**src/hdl/gqg_pkg.sv**
```systemverilog
`timescale 1ns / 1ps
// shared types, constants and helpers for the glyph quad generator
package gqg_pkg;

    localparam int GLYPH_COUNT_DEF = 256;

    localparam int CODE_W  = 8;
    localparam int POS_W   = 16;
    localparam int EDGE_W  = 17;
    localparam int TEX_W   = 17;
    localparam int CFG_IDX_W  = 3;
    localparam int CFG_DATA_W = 16;

    localparam logic [CODE_W-1:0] NEWLINE_CODE = 8'd10;

    localparam logic OP_LOAD   = 1'b0;
    localparam logic OP_LAYOUT = 1'b1;

    localparam logic [CFG_IDX_W-1:0] CFG_LINE_HEIGHT = 3'd0;
    localparam logic [CFG_IDX_W-1:0] CFG_PAD_LEFT    = 3'd1;
    localparam logic [CFG_IDX_W-1:0] CFG_PAD_TOP     = 3'd2;
    localparam logic [CFG_IDX_W-1:0] CFG_PAD_RIGHT   = 3'd3;
    localparam logic [CFG_IDX_W-1:0] CFG_PAD_BOTTOM  = 3'd4;
    localparam logic [CFG_IDX_W-1:0] CFG_SCALE       = 3'd5;

    // quad corners in output order
    localparam logic [1:0] CORNER_TL = 2'd0;
    localparam logic [1:0] CORNER_TR = 2'd1;
    localparam logic [1:0] CORNER_BR = 2'd2;
    localparam logic [1:0] CORNER_BL = 2'd3;

    localparam logic [11:0] LINE_HEIGHT_RST = 12'd256;
    localparam logic [15:0] SCALE_RST       = 16'd4096;

    localparam logic signed [POS_W-1:0] POS_MAX = 16'sh7FFF;
    localparam logic signed [POS_W-1:0] POS_MIN = -16'sh8000;

    typedef struct packed {
        logic               operation;
        logic [7:0]         char_code;
        logic               start_text;
        logic signed [11:0] offset_x;
        logic signed [11:0] offset_y;
        logic [11:0]        glyph_width;
        logic [11:0]        glyph_height;
        logic [15:0]        tex_x;
        logic [15:0]        tex_y;
        logic [15:0]        tex_width;
        logic [15:0]        tex_height;
        logic [11:0]        advance;
    } in_t;

    typedef struct packed {
        logic signed [15:0] vertex_x;
        logic signed [15:0] vertex_y;
        logic [16:0]        tex_u;
        logic [16:0]        tex_v;
        logic [1:0]         corner;
        logic               last;
    } out_t;

    typedef struct packed {
        logic [11:0] line_height;
        logic [9:0]  pad_left;
        logic [9:0]  pad_top;
        logic [9:0]  pad_right;
        logic [9:0]  pad_bottom;
        logic [15:0] scale;
    } cfg_t;

    // one glyph table entry: geometry then texture rectangle
    typedef struct packed {
        logic signed [11:0] off_x;
        logic signed [11:0] off_y;
        logic [11:0]        width;
        logic [11:0]        height;
        logic [11:0]        advance;
        logic [15:0]        tex_x;
        logic [15:0]        tex_y;
        logic [15:0]        tex_w;
        logic [15:0]        tex_h;
    } glyph_t;

    // one unscaled corner handed to the scaling pipeline
    typedef struct packed {
        logic signed [EDGE_W-1:0] x;
        logic signed [EDGE_W-1:0] y;
        logic [TEX_W-1:0]         u;
        logic [TEX_W-1:0]         v;
        logic [1:0]               corner;
        logic                     last;
    } vreq_t;

    function automatic logic signed [POS_W-1:0] sat16(input logic signed [EDGE_W-1:0] v);
        logic signed [POS_W-1:0] r;
        if (v > EDGE_W'(POS_MAX))
            r = POS_MAX;
        else if (v < EDGE_W'(POS_MIN))
            r = POS_MIN;
        else
            r = v[POS_W-1:0];
        return r;
    endfunction

endpackage

```
**src/hdl/gqg_vertex.sv**
```systemverilog
`timescale 1ns / 1ps
// scale multiply, round to nearest and saturate, output register
module gqg_vertex (
    input  logic            clk,
    input  logic            rst_n,
    input  logic [15:0]     scale,
    input  logic            vreq_valid,
    output logic            vreq_ready,
    input  gqg_pkg::vreq_t  vreq,
    output logic            out_valid,
    input  logic            out_ready,
    output gqg_pkg::out_t   out_data
);

    localparam int EW     = gqg_pkg::EDGE_W;
    localparam int SCL_W  = 17;
    localparam int PROD_W = EW + SCL_W;
    localparam int FRAC_W = 12;
    localparam int Q_W    = PROD_W - FRAC_W;
    localparam logic signed [PROD_W-1:0] ROUND_HALF = PROD_W'(2048);

    logic                     p_valid_reg, o_valid_reg;
    logic                     p_free, o_free;
    logic signed [SCL_W-1:0]  scale_s;
    logic signed [PROD_W-1:0] px_reg, py_reg, px_next, py_next;
    logic signed [PROD_W-1:0] rx, ry;
    logic signed [Q_W-1:0]    qx, qy;
    gqg_pkg::vreq_t           p_side_reg;
    gqg_pkg::out_t            o_data_reg, o_data_next;

    function automatic logic signed [15:0] sat_q(input logic signed [Q_W-1:0] q);
        logic signed [15:0] r;
        if (q > Q_W'(gqg_pkg::POS_MAX))
            r = gqg_pkg::POS_MAX;
        else if (q < Q_W'(gqg_pkg::POS_MIN))
            r = gqg_pkg::POS_MIN;
        else
            r = q[15:0];
        return r;
    endfunction

    assign o_free     = !o_valid_reg || out_ready;
    assign p_free     = !p_valid_reg || o_free;
    assign vreq_ready = p_free;

    assign scale_s = signed'({1'b0, scale});
    assign px_next = PROD_W'(vreq.x) * PROD_W'(scale_s);
    assign py_next = PROD_W'(vreq.y) * PROD_W'(scale_s);

    // floor((p * scale + 2048) / 4096) is the tie-up rounding
    always_comb
    begin
        rx = px_reg + ROUND_HALF;
        ry = py_reg + ROUND_HALF;
        qx = rx[PROD_W-1:FRAC_W];
        qy = ry[PROD_W-1:FRAC_W];
        o_data_next.vertex_x = sat_q(qx);
        o_data_next.vertex_y = sat_q(qy);
        o_data_next.tex_u    = p_side_reg.u;
        o_data_next.tex_v    = p_side_reg.v;
        o_data_next.corner   = p_side_reg.corner;
        o_data_next.last     = p_side_reg.last;
    end

    always_ff @(posedge clk or negedge rst_n)
    begin
        if (!rst_n)
        begin
            p_valid_reg <= 1'b0;
            o_valid_reg <= 1'b0;
        end
        else
        begin
            if (p_free)
                p_valid_reg <= vreq_valid;
            if (o_free)
                o_valid_reg <= p_valid_reg;
        end
    end

    always_ff @(posedge clk)
    begin
        if (p_free && vreq_valid)
        begin
            px_reg     <= px_next;
            py_reg     <= py_next;
            p_side_reg <= vreq;
        end
        if (o_free && p_valid_reg)
            o_data_reg <= o_data_next;
    end

    assign out_valid = o_valid_reg;
    assign out_data  = o_data_reg;

endmodule

```
**config.mk**
```make
export PLATFORM = sky130hd
export DESIGN_NAME = gqg_vertex
export DESIGN_NICKNAME = d
export VERILOG_FILES = /design/src/hdl/gqg_pkg.sv /design/src/hdl/gqg_vertex.sv
export SDC_FILE = /design/constraint.sdc
export NUM_CORES = 2
export LEC_CHECK = 0
export BUFFER_PORTS_ARGS = -buffer_cell sky130_fd_sc_hd__buf_2
export CORE_MARGIN = 4
export CORE_UTILIZATION = 50
export CTS_BUF_LIST = sky130_fd_sc_hd__clkbuf_4
export DETAILED_ROUTE_END_ITERATION = 8
export PLACE_DENSITY = 0.66
export SLEW_MARGIN = 20
export SYNTH_ARGS = -nofsm -noshare
export SYNTH_HDL_FRONTEND = slang
export SYNTH_SLANG_ARGS = --single-unit
```
**constraint.sdc**
```tcl
create_clock -name clk -period 3.65 [get_ports clk]
set_input_delay 0.73 -clock clk [delete_from_list [all_inputs] [get_ports clk]]
set_output_delay 0.73 -clock clk [all_outputs]
set_load 0.005 [all_outputs]
```
## Word-level counts from Yosys, hierarchy flattened

Cells that the tools add are included.

- $add $sub $neg: 2
- Reductions and logical operators: 6
- Multipliers: 2
- $lt $le $gt $ge: 4
- Mux-type cells: 2

Operators with widths:

| cell | number |
|---|---|
| 34-bit by 13-bit adder with 34-bit output, second input constant | 2 |
| 17-bit by 17-bit multiplier with 34-bit output | 2 |
| 22-bit by 16-bit greater-than comparator with 1-bit output, second input constant | 2 |
| 22-bit by 16-bit < comparator with 1-bit output, second input constant | 2 |
| 16-bit 2-to-1 mux | 2 |
| 1-bit logical AND | 2 |
| 1-bit zero test | 2 |
| 1-bit logical OR | 2 |

- Bits of input ports: 91
- Register bits after elaboration: 176

## Logic depth before layout (Yosys ltp)

- Depth after elaboration: 4
- Gate-level depth with buffers: 24
- Depth with buffers taken out: 23

## Worst setup path before layout

No wires, ideal clock.

- Path kind: input port to flip-flop
- From: input scale[2]
- To: register py_reg[33] (data pin)
- Buffers on the path: 1
- Slack: -2.746 ns
- Stages: 19
- Arrival: 6.136 ns
- Data required time: 3.390 ns
- Cell sequence: clkbuf_1 > nand2_1 > fa_1 > fa_1 > inv_1 > fa_1 > fa_1 > fa_1 > inv_1 > fa_1 > inv_1 > ha_1 > nor2b_1 > a211oi_1 > o211ai_2 > a221oi_2 > o2111ai_2 > a21oi_2 > xnor2_1

- Longest elaborated chain between the ends: 1

RTL lines:

| element | RTL line | text |
|---|---|---|
| start, declared | gqg_vertex.sv:6 | `input logic [15:0] scale,` |
| 17-bit by 17-bit multiplier with 34-bit output | gqg_vertex.sv:48 | `assign py_next = PROD_W'(vreq.y) * PROD_W'(scale_s);` |
| net py_next[33] | gqg_vertex.sv:25 | `logic signed [PROD_W-1:0] px_reg, py_reg, px_next, py_next;` |
| end signal, assigned | gqg_vertex.sv:86 | `py_reg <= py_next;` |
| end, declared | gqg_vertex.sv:25 |  |

The timed path passes the listed nets, and every way through them passes these cells.
A chain may end at the register's enable or synchronous reset.

## Final worst setup path

- From: input scale[7]
- To: register py_reg[27] (data pin)

Same word-level chain as after synthesis.

==> run summary <==
Status - complete, but fails checks
Failing checks - setup timing
Least-Margin Pin Slew - 0.9862 ns
Total GRT Usage - 22.65%
Final instance area - 32160 sq um
Main flop type after synthesis - edfxtp_1
Fillers - 4189
Syn_area_per_cell - 10.01 sq um
HPWL Detailed - 50.64 mm
Critical path data arrival time - 6.29 ns
Yosys Warn Count - 0
Slew Viols, Final - 0
Area Overhead vs Synth - 22.97%
TritonCTS Buffers - 17
Syn_nets - 3430
Via Count - 19010
Final setup TNS - -82.35 ns
Vias in the first global route - 20980
Root Buffer - clkbuf_4
Final hold violation count - 0
Unrepaired setup endpoints after global routing - true
Max_cap viols - 0
Top post-synthesis cells by count - inv_1 (691), fa_1 (554), nand2_1 (356), and2_1 (219), ha_1 (172)
Number of core rows - 83
Initial antenna violation count - 1
Final Skew - 0.04238 ns
Worst-Skew Late Latency - 0.68 ns
DRT iter0 DRCs - 1019
First-pass GRT wire length - 102.8 mm
Tcrit/Tclk final - 159.5%
Critical path class - primary input to flip-flop
Largest net degree at the start of global routing - 70
Worst hold path type - primary input to flip-flop
Startpoint Class - primary input
I/O Buffers - 161
Pre-antenna DRT Iters - 7
CTS H-tree lvls - 4
Layout cells sized above 1 - 25.19%
DIE HEIGHT - 236.7 um
Post-synth EDFFs - 152
Core Footprint - 51510 sq um
Yosys reg bits - 154
Clock sink count - 154
Drt wl/cell - 16.30 um
CTS tree - done
Seq/Total Area, Yosys - 17.64%
Gp weighted congestion - 0.8858
Area post-placement - 30230 sq um
Die Wd - 236.7 um
Nets@finish - 3888
Synth Cell Area - 26160 sq um
Hold_ws - 0.2094 ns
WP data required - 4.12 ns
Max FFs per register - 69
Antenna Nets Post-Route - 0
WL final - 61.36 mm
Via density - 5.050
DRC Markers - 0
Io pins - 162
Worst Slack Setup Final - -2.171 ns
Max transition margin - 34.25%
Post-layout min period - 5.821 ns
Yosys cell types - 66
F_max - 171.8 MHz
Most common cell in the netlist - inv_1
Grt ovf - 0
Yosys top cell area share - 42.40%
Final setup viols - 46
Initial Util - 50.78%
Crit path max fanout - 9
Async S/R FF share, synth - 1.299%
Die ar. - 56030 sq um
Worst-path clk slew - 0.18 ns
Yosys top cell by area - fa_1
Crit path capture type - flip-flop
Syn Inst Count - 2613
Largest cells by area after synthesis - fa_1 (42%), edfxtp_1 (17%), inv_1 (9.9%)
Clock Tree Buf Depth - 2
Place WS - -3.138 ns
Reg2reg setup slack - 0.76 ns
[cells by family (layout without fill, tap and decap cells)]
family | Yosys count | count (layout) | share of synthesized area [%]
compound gates | 153 | 153 | 3.889
xor+xnor | 90 | 90 | 3.014
fa+ha+maj | 726 | 726 | 50.63
buf+inv | 779 | 1250 | 11.25
flops | 154 | 154 | 17.64
mux | 5 | 5 | 0.2105
other cells | 0 | 1 | 0
simple gates | 706 | 706 | 13.36
[per-layer routing]
metal,wire length (um),vias up,global-route usage (%)
met4,1051,0,4.795
met3,3506,76,3.902
li1,-,8680,-
met5,0,-,0
met1,25550,9755,30.14
met2,31250,501,39.40
[placed cells by master, fill, tap and decap left out, types with 7 or more instances in the layout]
cell and count:
xor2_1 39, o21ai_0 17, and2_1 187, nand2_2 14, buf_4 311, buf_6 44, inv_2 32, inv_1 659
fa_2 24, ha_1 141, clkbuf_4 17, nor3_1 7, buf_12 20, buf_8 15, nand3_1 25, ha_4 26
xnor2_1 50, nand2b_1 9, o21ai_2 9, a21o_1 18, and2_4 32, edfxtp_1 152, fa_1 530, and3_1 13
buf_2 133, nor2_1 20, a21oi_2 13, nand4_1 11, a21oi_1 33, nand2_1 338, clkinv_8 7
[worst max-delay path, stage by stage]
cell	delay (ns)
buf_12	0.12
buf_12	0.13
and2_4	0.14
fa_1	0.53
inv_1	0.05
fa_1	0.49
inv_1	0.05
fa_2	0.56
fa_2	0.43
fa_1	0.49
inv_1	0.05
fa_1	0.49
inv_2	0.05
ha_4	0.27
nand4_1	0.19
nor2_4	0.20
o2111ai_2	0.16
o211ai_4	0.33
buf_6	0.14
buf_6	0.08
buf_6	0.08
and2_4	0.15
o21a_1	0.17
nor2_2	0.06
xnor2_1	0.11
[cell type report]
class | count | area, sq um | area share (%)
multi-input combinational | 1680 | 19570 | 60.84
sequential | 154 | 4614 | 14.35
timing repair buffer | 527 | 4209 | 13.09
inverter | 691 | 2594 | 8.065
tap | 680 | 850.8 | 2.645
clock inverter | 15 | 196.4 | 0.6108
clock buffer | 17 | 127.6 | 0.3968
antenna | 1 | 2.502 | 0.007781
[stage by stage]
stage	cells	util (%)
final	3765	62.44
after global routing	3765	62.44
after detailed placement	3668	58.69
after floorplan	2613	-
after global placement	3668	58.69
after CTS	3735	61.20
[timing repair]
item,in CTS,in global routing
gates cloned,0,2
setup buffers,37,30
hold buffers,1,0
setup endpoints to repair,46,46
gates resized for setup,175,102
pin swaps,100,68
endpoints found under the hold margin,2,0
[path summary, 6_finish.rpt]
kind	from	endpoint	depth (start not counted)
worst max-delay path	scale[7]	py_reg[27]$_DFFE_PP_	25
worst min-delay path	vreq[4]	o_data_next[4]$_DFFE_PP_	1
worst max register to register	px_reg[13]$_DFFE_PP_	out_data[64]$_SDFFCE_PN1P_	8
worst min register to register	o_data_next[11]$_DFFE_PP_	out_data[11]$_DFFE_PP_	0
max in group asynchronous	rst_n	out_valid$_DFFE_PN0P_	2
min in group asynchronous	rst_n	p_valid_reg$_DFFE_PN0N_	2
Power is not shown: default switching activity piles up to over one toggle a cycle in this logic, so the estimate is an artifact.
