**config.mk**
```make
export PLATFORM = sky130hd
export DESIGN_NAME = gqg_layout
export DESIGN_NICKNAME = d
export VERILOG_FILES = /design/src/hdl/gqg_pkg.sv /design/src/hdl/gqg_layout.sv
export SDC_FILE = /design/constraint.sdc
export NUM_CORES = 1
export LEC_CHECK = 0
export BUFFER_PORTS_ARGS = -buffer_cell sky130_fd_sc_hd__buf_2
export CORE_AREA = 2 2 219 167
export DETAILED_ROUTE_END_ITERATION = 12
export DIE_AREA = 0 0 221 169
export GPL_TIMING_DRIVEN = 0
export PLACE_DENSITY = 0.63
export SLEW_MARGIN = 20
export SYNTH_ARGS = -nofsm -noshare
export SYNTH_HDL_FRONTEND = slang
export SYNTH_SLANG_ARGS = --single-unit
```
**constraint.sdc**
```tcl
create_clock -name clk -period 10.65 [get_ports clk]
set_input_delay 2.13 -clock clk [delete_from_list [all_inputs] [get_ports clk]]
set_output_delay 2.13 -clock clk [all_outputs]
set_load 0.1 [all_outputs]
```
**src/hdl/gqg_pkg.sv**
```systemverilog
`timescale 1ns / 1ps
// shared types, constants and helpers for the glyph quad generator
package gqg_pkg;

    localparam int GLYPH_COUNT_DEF = 256;

    localparam int CODE_W  = 8;
    localparam int POS_W   = 16;
    localparam int EDGE_W  = 17;
    localparam int TEX_W   = 17;
    localparam int CFG_IDX_W  = 3;
    localparam int CFG_DATA_W = 16;

    localparam logic [CODE_W-1:0] NEWLINE_CODE = 8'd10;

    localparam logic OP_LOAD   = 1'b0;
    localparam logic OP_LAYOUT = 1'b1;

    localparam logic [CFG_IDX_W-1:0] CFG_LINE_HEIGHT = 3'd0;
    localparam logic [CFG_IDX_W-1:0] CFG_PAD_LEFT    = 3'd1;
    localparam logic [CFG_IDX_W-1:0] CFG_PAD_TOP     = 3'd2;
    localparam logic [CFG_IDX_W-1:0] CFG_PAD_RIGHT   = 3'd3;
    localparam logic [CFG_IDX_W-1:0] CFG_PAD_BOTTOM  = 3'd4;
    localparam logic [CFG_IDX_W-1:0] CFG_SCALE       = 3'd5;

    // quad corners in output order
    localparam logic [1:0] CORNER_TL = 2'd0;
    localparam logic [1:0] CORNER_TR = 2'd1;
    localparam logic [1:0] CORNER_BR = 2'd2;
    localparam logic [1:0] CORNER_BL = 2'd3;

    localparam logic [11:0] LINE_HEIGHT_RST = 12'd256;
    localparam logic [15:0] SCALE_RST       = 16'd4096;

    localparam logic signed [POS_W-1:0] POS_MAX = 16'sh7FFF;
    localparam logic signed [POS_W-1:0] POS_MIN = -16'sh8000;

    typedef struct packed {
        logic               operation;
        logic [7:0]         char_code;
        logic               start_text;
        logic signed [11:0] offset_x;
        logic signed [11:0] offset_y;
        logic [11:0]        glyph_width;
        logic [11:0]        glyph_height;
        logic [15:0]        tex_x;
        logic [15:0]        tex_y;
        logic [15:0]        tex_width;
        logic [15:0]        tex_height;
        logic [11:0]        advance;
    } in_t;

    typedef struct packed {
        logic signed [15:0] vertex_x;
        logic signed [15:0] vertex_y;
        logic [16:0]        tex_u;
        logic [16:0]        tex_v;
        logic [1:0]         corner;
        logic               last;
    } out_t;

    typedef struct packed {
        logic [11:0] line_height;
        logic [9:0]  pad_left;
        logic [9:0]  pad_top;
        logic [9:0]  pad_right;
        logic [9:0]  pad_bottom;
        logic [15:0] scale;
    } cfg_t;

    // one glyph table entry: geometry then texture rectangle
    typedef struct packed {
        logic signed [11:0] off_x;
        logic signed [11:0] off_y;
        logic [11:0]        width;
        logic [11:0]        height;
        logic [11:0]        advance;
        logic [15:0]        tex_x;
        logic [15:0]        tex_y;
        logic [15:0]        tex_w;
        logic [15:0]        tex_h;
    } glyph_t;

    // one unscaled corner handed to the scaling pipeline
    typedef struct packed {
        logic signed [EDGE_W-1:0] x;
        logic signed [EDGE_W-1:0] y;
        logic [TEX_W-1:0]         u;
        logic [TEX_W-1:0]         v;
        logic [1:0]               corner;
        logic                     last;
    } vreq_t;

    function automatic logic signed [POS_W-1:0] sat16(input logic signed [EDGE_W-1:0] v);
        logic signed [POS_W-1:0] r;
        if (v > EDGE_W'(POS_MAX))
            r = POS_MAX;
        else if (v < EDGE_W'(POS_MIN))
            r = POS_MIN;
        else
            r = v[POS_W-1:0];
        return r;
    endfunction

endpackage

```
**src/hdl/gqg_layout.sv**
```systemverilog
`timescale 1ns / 1ps
// pen tracking, quad edge build and corner sequencing
module gqg_layout (
    input  logic                        clk,
    input  logic                        rst_n,
    input  gqg_pkg::cfg_t               cfg,
    input  logic                        take,
    input  logic [gqg_pkg::CODE_W-1:0]  take_code,
    input  logic                        take_start,
    output logic                        ready,
    input  gqg_pkg::glyph_t             glyph,
    input  logic                        glyph_hit,
    output logic                        vreq_valid,
    input  logic                        vreq_ready,
    output gqg_pkg::vreq_t              vreq
);

    localparam int EW = gqg_pkg::EDGE_W;
    localparam int TW = gqg_pkg::TEX_W;

    // lookup stage
    logic                        b_valid_reg;
    logic [gqg_pkg::CODE_W-1:0]  b_code_reg;
    logic                        b_start_reg;

    logic signed [gqg_pkg::POS_W-1:0] pen_x_reg, pen_y_reg;
    logic signed [gqg_pkg::POS_W-1:0] pen_x_next, pen_y_next;
    logic signed [gqg_pkg::POS_W-1:0] pen_x_base, pen_y_base;

    // corner stage
    logic       c_valid_reg;
    logic [1:0] corner_reg;
    logic signed [EW-1:0] left_reg, right_reg, top_reg, bottom_reg;
    logic [TW-1:0]        u0_reg, u1_reg, v0_reg, v1_reg;
    logic signed [EW-1:0] left_next, right_next, top_next, bottom_next;
    logic [TW-1:0]        u0_next, u1_next, v0_next, v1_next;

    logic                 newline;
    logic signed [EW-1:0] y_step, x_adv, x_org, y_org;
    logic                 c_free, b_leave, far_x, far_y;

    always_comb
    begin
        pen_x_base = b_start_reg ? '0 : pen_x_reg;
        pen_y_base = b_start_reg ? '0 : pen_y_reg;
        newline    = (b_code_reg == gqg_pkg::NEWLINE_CODE);
        y_step     = EW'(pen_y_base) + EW'(signed'({1'b0, cfg.line_height}));
        pen_y_next = newline ? gqg_pkg::sat16(y_step) : pen_y_base;
        pen_x_base = newline ? '0 : pen_x_base;

        // edges are exact in EDGE_W bits
        x_org       = EW'(pen_x_base) + EW'(glyph.off_x);
        y_org       = EW'(pen_y_next) + EW'(glyph.off_y);
        left_next   = x_org - EW'(signed'({1'b0, cfg.pad_left}));
        right_next  = x_org + EW'(signed'({1'b0, glyph.width}))
                            + EW'(signed'({1'b0, cfg.pad_right}));
        top_next    = y_org - EW'(signed'({1'b0, cfg.pad_top}));
        bottom_next = y_org + EW'(signed'({1'b0, glyph.height}))
                            + EW'(signed'({1'b0, cfg.pad_bottom}));
        u0_next     = TW'(glyph.tex_x);
        u1_next     = TW'(glyph.tex_x) + TW'(glyph.tex_w);
        v0_next     = TW'(glyph.tex_y);
        v1_next     = TW'(glyph.tex_y) + TW'(glyph.tex_h);

        x_adv      = EW'(pen_x_base) + EW'(signed'({1'b0, glyph.advance}));
        pen_x_next = glyph_hit ? gqg_pkg::sat16(x_adv) : pen_x_base;
    end

    assign c_free  = !c_valid_reg || (vreq_ready && (corner_reg == gqg_pkg::CORNER_BL));
    assign b_leave = b_valid_reg && (!glyph_hit || c_free);
    assign ready   = !b_valid_reg || b_leave;

    always_ff @(posedge clk or negedge rst_n)
    begin
        if (!rst_n)
        begin
            b_valid_reg <= 1'b0;
            b_code_reg  <= '0;
            b_start_reg <= 1'b0;
            pen_x_reg   <= '0;
            pen_y_reg   <= '0;
            c_valid_reg <= 1'b0;
            corner_reg  <= gqg_pkg::CORNER_TL;
        end
        else
        begin
            if (take)
            begin
                b_valid_reg <= 1'b1;
                b_code_reg  <= take_code;
                b_start_reg <= take_start;
            end
            else if (b_leave)
                b_valid_reg <= 1'b0;

            if (b_leave)
            begin
                pen_x_reg <= pen_x_next;
                pen_y_reg <= pen_y_next;
            end

            if (b_leave && glyph_hit)
            begin
                c_valid_reg <= 1'b1;
                corner_reg  <= gqg_pkg::CORNER_TL;
            end
            else if (c_valid_reg && vreq_ready)
            begin
                if (corner_reg == gqg_pkg::CORNER_BL)
                    c_valid_reg <= 1'b0;
                corner_reg <= corner_reg + 2'd1;
            end
        end
    end

    always_ff @(posedge clk)
    begin
        if (b_leave && glyph_hit)
        begin
            left_reg   <= left_next;
            right_reg  <= right_next;
            top_reg    <= top_next;
            bottom_reg <= bottom_next;
            u0_reg     <= u0_next;
            u1_reg     <= u1_next;
            v0_reg     <= v0_next;
            v1_reg     <= v1_next;
        end
    end

    assign far_x = (corner_reg == gqg_pkg::CORNER_TR) || (corner_reg == gqg_pkg::CORNER_BR);
    assign far_y = (corner_reg == gqg_pkg::CORNER_BR) || (corner_reg == gqg_pkg::CORNER_BL);

    assign vreq_valid  = c_valid_reg;
    assign vreq.x      = far_x ? right_reg : left_reg;
    assign vreq.y      = far_y ? bottom_reg : top_reg;
    assign vreq.u      = far_x ? u1_reg : u0_reg;
    assign vreq.v      = far_y ? v1_reg : v0_reg;
    assign vreq.corner = corner_reg;
    assign vreq.last   = (corner_reg == gqg_pkg::CORNER_BL);

endmodule

```
* Word level (Yosys, flattened, before mapping) *
Cells that the tools add are included.
Widths: inputs -> output; s select.

storage, ports and cells
  bits in latches = 0
  memories = 0
  output and inout bits = 73
  input port bits = 206
  bits in read-only memories = 0
  bits in writable memories = 0
  register bits after elaboration = 179

cells by class
  reductions and logical operators = 16
  eq/ne operators = 4
  $mul = 0
  shift-type cells = 0
  multiplexer cells = 20
  add/sub/neg operators = 13
  bitwise gates (word level) = 0
  div/mod/pow operators = 0
  $lt $le $gt $ge = 4

operators with widths
  cell                  count
  $mux 16               9
  $mux 17               4
  $add 16x12->17        2
  $add 16x13->17        2
  $add 16x16->17        2
  $add 17x11->17        2
  $add 17x13->17        2
  $gt 17x16->1 const B  2
  $lt 17x16->1 const B  2
  $sub 17x11->17        2
  $eq 8x4->1 const B    1
  $reduce_bool 2->1     3
  $logic_or 1x1->1      5
  $mux 1                5
  $eq 2x2->1 const B    2
  $logic_and 1x1->1     4
  $mux 2                2
  $logic_not 1->1       3
  $add 2x1->2 const B   1
  $eq 2x1->1 const B    1
  $reduce_and 2->1      1

* Logic depth before layout (Yosys ltp) *
  depth in word-level cells = 9
  gate-level depth with buffers = 35
  depth with buffers taken out = 31

* Worst setup path after synthesis *
OpenSTA, ideal clock, no wires.

  kind = input -> register
  start point = input cfg[56] in the netlist's numbering
  end point = register bottom_reg[16], data pin
  stages = 28
  data arrival time = 8,118 ps
  path slack = 2,265 ps
  buffers on the path = 0
  cells stage by stage = ha_1 -> fa_1 -> maj3_1 -> nand2_1 -> a21oi_1 -> o211ai_2 -> a31oi_1 -> a2111oi_4 -> o31ai_1 -> a22o_1 -> ha_1 -> o21a_1 -> a2111o_1 -> and3_1 -> o21ai_0 -> nand2b_1 -> xor2_1 -> inv_1 -> fa_1 -> inv_1 -> ha_1 -> a21o_1 -> a21oi_1 -> nor2_1 -> a221o_1 -> o21a_1 -> nand3_1 -> xor2_1

between the ends
  cells in the longest elaborated chain, start to end = 8
  elaborated cells on any way between the ends = 9
  those cells by class = add/sub: 4; order compare: 2; mux: 3

ends and longest elaborated chain
  element                  RTL line           source
  from (decl)              gqg_layout.sv:6    input gqg_pkg::cfg_t cfg,
  $add 16x13->17 (*)       gqg_layout.sv:47   y_step = EW'(pen_y_base) + EW'(signed'({1'b0, cfg.line_height}));
  $lt 17x16->1             gqg_pkg.sv:98      else if (v < EDGE_W'(POS_MIN))
  $mux 16                  gqg_pkg.sv:98
  $mux 16 (*)              gqg_pkg.sv:96      if (v > EDGE_W'(POS_MAX))
  $mux 16 (*)              gqg_layout.sv:48   pen_y_next = newline ? gqg_pkg::sat16(y_step) : pen_y_base;
  via pen_y_next, one bit  gqg_layout.sv:27   logic signed [gqg_pkg::POS_W-1:0] pen_x_next, pen_y_next;
  $add 16x12->17 (*)       gqg_layout.sv:53   y_org = EW'(pen_y_next) + EW'(glyph.off_y);
  $add 17x13->17 (*)       gqg_layout.sv:58   bottom_next = y_org + EW'(signed'({1'b0, glyph.height}))
  $add 17x11->17 (*)       gqg_layout.sv:59   + EW'(signed'({1'b0, cfg.pad_bottom}));
  via bottom_next[16]      gqg_layout.sv:35   logic signed [EW-1:0] left_next, right_next, top_next, bottom_next;
  to (signal assigned)     gqg_layout.sv:123  bottom_reg <= bottom_next;
  to (decl)                gqg_layout.sv:33   logic signed [EW-1:0] left_reg, right_reg, top_reg, bottom_reg;

The timed path passes the listed nets; every way through them passes the cells marked *.
A chain may end at the register's enable or synchronous reset.

* Final worst setup path *
  start point = register b_start_reg
  end point = register bottom_reg[16], data pin

between the ends
  cells in the longest elaborated chain, start to end = 9
  elaborated cells on any way between the ends = 10
  those cells by class = add/sub: 4; order compare: 2; mux: 4

ends and longest elaborated chain
  element                  RTL line          source
  from (decl)              gqg_layout.sv:24  logic b_start_reg;
  from (signal assigned)   gqg_layout.sv:91  b_start_reg <= take_start;
  $mux 16 (*)              gqg_layout.sv:45  pen_y_base = b_start_reg ? '0 : pen_y_reg;
  $add 16x13->17           gqg_layout.sv:47
  $lt 17x16->1             gqg_pkg.sv:98
  $mux 16                  gqg_pkg.sv:98
  $mux 16                  gqg_pkg.sv:96
  $mux 16 (*)              gqg_layout.sv:48
  via pen_y_next, one bit  gqg_layout.sv:27
  $add 16x12->17 (*)       gqg_layout.sv:53
  $add 17x13->17 (*)       gqg_layout.sv:58
  $add 17x11->17 (*)       gqg_layout.sv:59
  via bottom_next[16]      gqg_layout.sv:35

Marks and branches as above.

==> flow_metrics.py <==
metrics = {
    "outcome": {
        "status": "finished, final reports clean",
    },
    "worst_setup_path": {
        "cp_top_family": "compound AO/OA/AOI/OAI gates",
        "cp_num_buf_inv": 5,
        "required_ps": 10840,
        "r2r_slack_ps": 1590,
        "reg2reg_to": "bottom_reg[16]$_DFFE_PP_",
        "slowest_delay_ps": 740,
        "path_common_cell": "ha_1",
        "crit_path_max_fanout": 10,
        "arrival_ps": 9250,
        "path_class": "register to register",
        "r2r-start": "b_start_reg$_DFFE_PN0P_",
        "r2r_cells": 32,
        "cpMaxStageDelayCell": "a2111oi_4",
        "cp-end-kind": "register",
        "worstSetupStartpoint": "b_start_reg$_DFFE_PN0P_",
        "worstSetupStartpointType": "register",
    },
    "sta": {
        "rsz0062_at_grt": "no",
        "fmax_mhz": 110.4,
        "hold_violations": 0,
        "drv_slew": 0,
        "worst_pin_slew_ps": 917.6,
        "finalSetupViolCount": 0,
        "period_share_pct": 85.06,
        "fin_crit_ps": 9059,
        "maxSlewHeadroom_pct": 37.25,
        "fin_tns_setup_ps": 0,
        "fin_skew_ps": 13.35,
        "whs_ps": 475.7,
        "finalWorstSetupSlack_ps": 1591,
    },
    "synthesis": {
        "synth_top_flop_cell": "edfxtp_1",
        "ys_seq_elements": 179,
        "yosysUniqueCellTypes": 80,
        "syn_area_mm2": 0.01396,
        "yosysSeqAreaShare_pct": 36.89,
        "post_synth.cell_area_avg_um2": 10.04,
        "synthCells": 1391,
        "synth_async_sr_flop_share_pct": 25.14,
        "ys_warn_count": 0,
        "postSynthNetCount": 1760,
        "synth_edf_count": 134,
    },
    "power_and_ir_drop": {
        "p_int_mw": 2.209,
        "ir_drop_mv": 0.2032,
        "p_comb_share_pct": 63.0,
        "switchingPower_mw": 2.410,
        "p_clk_share_pct": 14.6,
        "p_seq_share_pct": 22.5,
        "power.density_cell_area_mw_per_mm2": 279.7,
        "power.leakage_nw": 7.511,
        "p_sw_share_pct": 52.17,
    },
    "worst_hold_path": {
        "hp-class": "register to register",
        "min_to": "pen_x_reg[3]$_DFFE_PN0P_",
        "hold_depth": 1,
        "hold_path.startpoint": "pen_x_reg[3]$_DFFE_PN0P_",
    },
    "run": {
        "drv_cap": 0,
    },
    "drt": {
        "vias": 11110,
        "wl_per_cell_um": 16.42,
        "drt_iter0_drc": 665,
        "wirelength_um": 35310,
        "first_pass_iters": 5,
        "drcViolationCount": 0,
        "ant_nets": 0,
        "drt-vias-per-instance": 5.167,
    },
    "die": {
        "start_util_pct": 39.49,
        "core_area_mm2": 0.03536,
        "ios": 279,
        "fp.dieH_um": 169,
        "die_area_mm2": 0.03735,
        "rows": 60,
        "dieWidth_um": 221,
    },
    "clocking": {
        "post_cts_buffers": 0,
        "htree_levels": 4,
        "cts_tree": "done",
        "numCtsBuffers": 17,
        "hold_buffers": 0,
        "insertion_delay_ps": 450,
        "clk_pin_slew_ps": 80,
        "cts_buffer_depth": 2,
        "clock-sinks": 179,
        "post_cts_resized": 0,
        "cts_root_buf": "clkbuf_16",
    },
    "global_routing": {
        "grt_pass1_vias": 10790,
        "grtUsageTotal_pct": 18.98,
        "grt_max_degree": 109,
        "grt-ovfl-total": 0,
        "grt_pass1_wl_um": 56410,
        "antenna_found_initial": 1,
    },
    "placement": {
        "portBuffers": 259,
        "postPlaceCellArea_mm2": 0.01590,
        "hpwl_um": 28340,
        "dp_slack_ps": 1341,
        "routabilityCongestion": 0.8626,
    },
    "cells_and_area": {
        "fillers": 3436,
        "syn_to_final_growth_pct": 18.28,
        "fin_util_pct": 46.71,
        "nets": 2040,
        "fin_area_mm2": 0.01651,
        "final_layout_size_suffix_gt1_share_pct": 23.52,
    },
}
## worst max path at each step
stage	cells after the start	slack, ps	end
3_3_place_gp	29	1350	bottom_reg[16]$_DFFE_PP_
4_1_cts	34	1660	bottom_reg[16]$_DFFE_PP_
5_1_grt	33	1100	bottom_reg[16]$_DFFE_PP_
2_1_floorplan	28	2270	bottom_reg[16]$_DFFE_PP_
3_5_place_dp	29	1340	bottom_reg[16]$_DFFE_PP_
6_report	32	1590	bottom_reg[16]$_DFFE_PP_
## power by group through the flow
| stage | Combinational (mW) | Clock, mW | Sequential (mW) |
|---|---|---|---|
| 6_report | 2.91 | 0.672 | 1.04 |
| 5_1_grt | 3.14 | 0.717 | 1.05 |
| 4_1_cts | 2.92 | 0.692 | 1.04 |
| 3_5_place_dp | 2.91 | 0 | 1.05 |
| 3_3_place_gp | 2.87 | 0 | 1.06 |
| 2_1_floorplan | 2.37 | 0 | 1.07 |
## Yosys cell counts (all sizes together), types with 3 or more instances
cell type / instances / share of area, %
inv: 136 / 3.7
edfxtp: 134 / 29
ha: 133 / 12
nor2: 94 / 2.5
nand2: 87 / 2.3
a21oi: 86 / 3.1
xnor2: 86 / 5.4
mux2: 78 / 6.3
o21ai: 75 / 2.7
dfrtp: 45 / 8.1
nor2b: 38 / 1.7
a21o: 35 / 1.9
fa: 30 / 4.3
xor2: 29 / 1.8
and2: 24 / 1.1
nand2b: 23 / 1.1
nand3: 23 / 0.82
nor3: 22 / 0.82
clkbuf: 21 / 0.56
a21boi: 14 / 0.75
o211ai: 14 / 0.79
o21a: 14 / 0.75
and3: 13 / 0.58
a211oi: 12 / 0.65
or3: 12 / 0.55
a31oi: 11 / 0.49
o21bai: 11 / 0.59
a22o: 5 / 0.31
o2111ai: 5 / 0.31
o311ai: 5 / 0.44
or2: 5 / 0.22
buf: 4 / 0.13
maj3: 4 / 0.30
mux2i: 4 / 0.29
nand3b: 4 / 0.22
o31ai: 4 / 0.22
a2111o: 3 / 0.24
a211o: 3 / 0.20
a2bb2oi: 3 / 0.19
a41oi: 3 / 0.19
nand4: 3 / 0.13
nor3b: 3 / 0.16
o22ai: 3 / 0.13
## final cells by class
| type | instances | area, um^2 | area share, % |
|---|---|---|---|
| Tap cell | 465 | 581.8 | 3.523 |
| Sequential cell | 179 | 5150 | 31.18 |
| Clock inverter | 15 | 183.9 | 1.114 |
| Clock buffer | 17 | 425.4 | 2.576 |
| Buffer | 25 | 97.59 | 0.5910 |
| Antenna cell | 1 | 2.502 | 0.01515 |
| Multi-Input combinational cell | 1051 | 8204 | 49.68 |
| Timing Repair Buffer | 261 | 1351 | 8.182 |
| Inverter | 136 | 518.0 | 3.137 |
## metrics by stage
stage	power [mW]	instances
CTS	4.650	2149
detailed placement	3.960	2117
floorplan	3.442	1391
global placement	3.925	2115
global route	4.910	2150
finish	4.619	2150
## cells by family (layout without fill, tap and decap cells)
group	count (synthesis)	after routing	share of synthesized area (%)
AND/OR/NAND/NOR	362	362	12.99
adder cells (fa/ha/maj)	167	167	16.52
buffers and inverters	161	454	4.355
flip-flops	179	179	36.89
other	0	1	0
AO/OA/AOI/OAI	325	325	15.41
multiplexers	82	82	6.578
XOR/XNOR	115	115	7.268
## cells in the final DEF, fill, tap and decap left out, drive strengths merged, types with 12 or more instances in the layout
| master | n |
|---|---|
| or3 | 12 |
| xnor2 | 86 |
| mux2 | 78 |
| and2 | 24 |
| nor3 | 22 |
| edfxtp | 134 |
| and3 | 13 |
| clkbuf | 38 |
| nand3 | 23 |
| o211ai | 14 |
| o21a | 14 |
| a211oi | 12 |
| nor2 | 94 |
| o21ai | 75 |
| a21oi | 86 |
| dfrtp | 45 |
| nand2b | 23 |
| nand2 | 87 |
| fa | 30 |
| nor2b | 38 |
| a21boi | 14 |
| xor2 | 29 |
| buf | 265 |
| ha | 133 |
| a21o | 35 |
| inv | 146 |
## per-layer routing
layer	vias up	part of all wire (%)	global-route usage, %
met5	-	0	0
met4	0	1.3	4.377
met3	32	4.7	3.402
met2	262	45	29.77
met1	5273	49	27.28
li1	5541	-	-
Note: power is estimated with default switching activity, not from simulation.
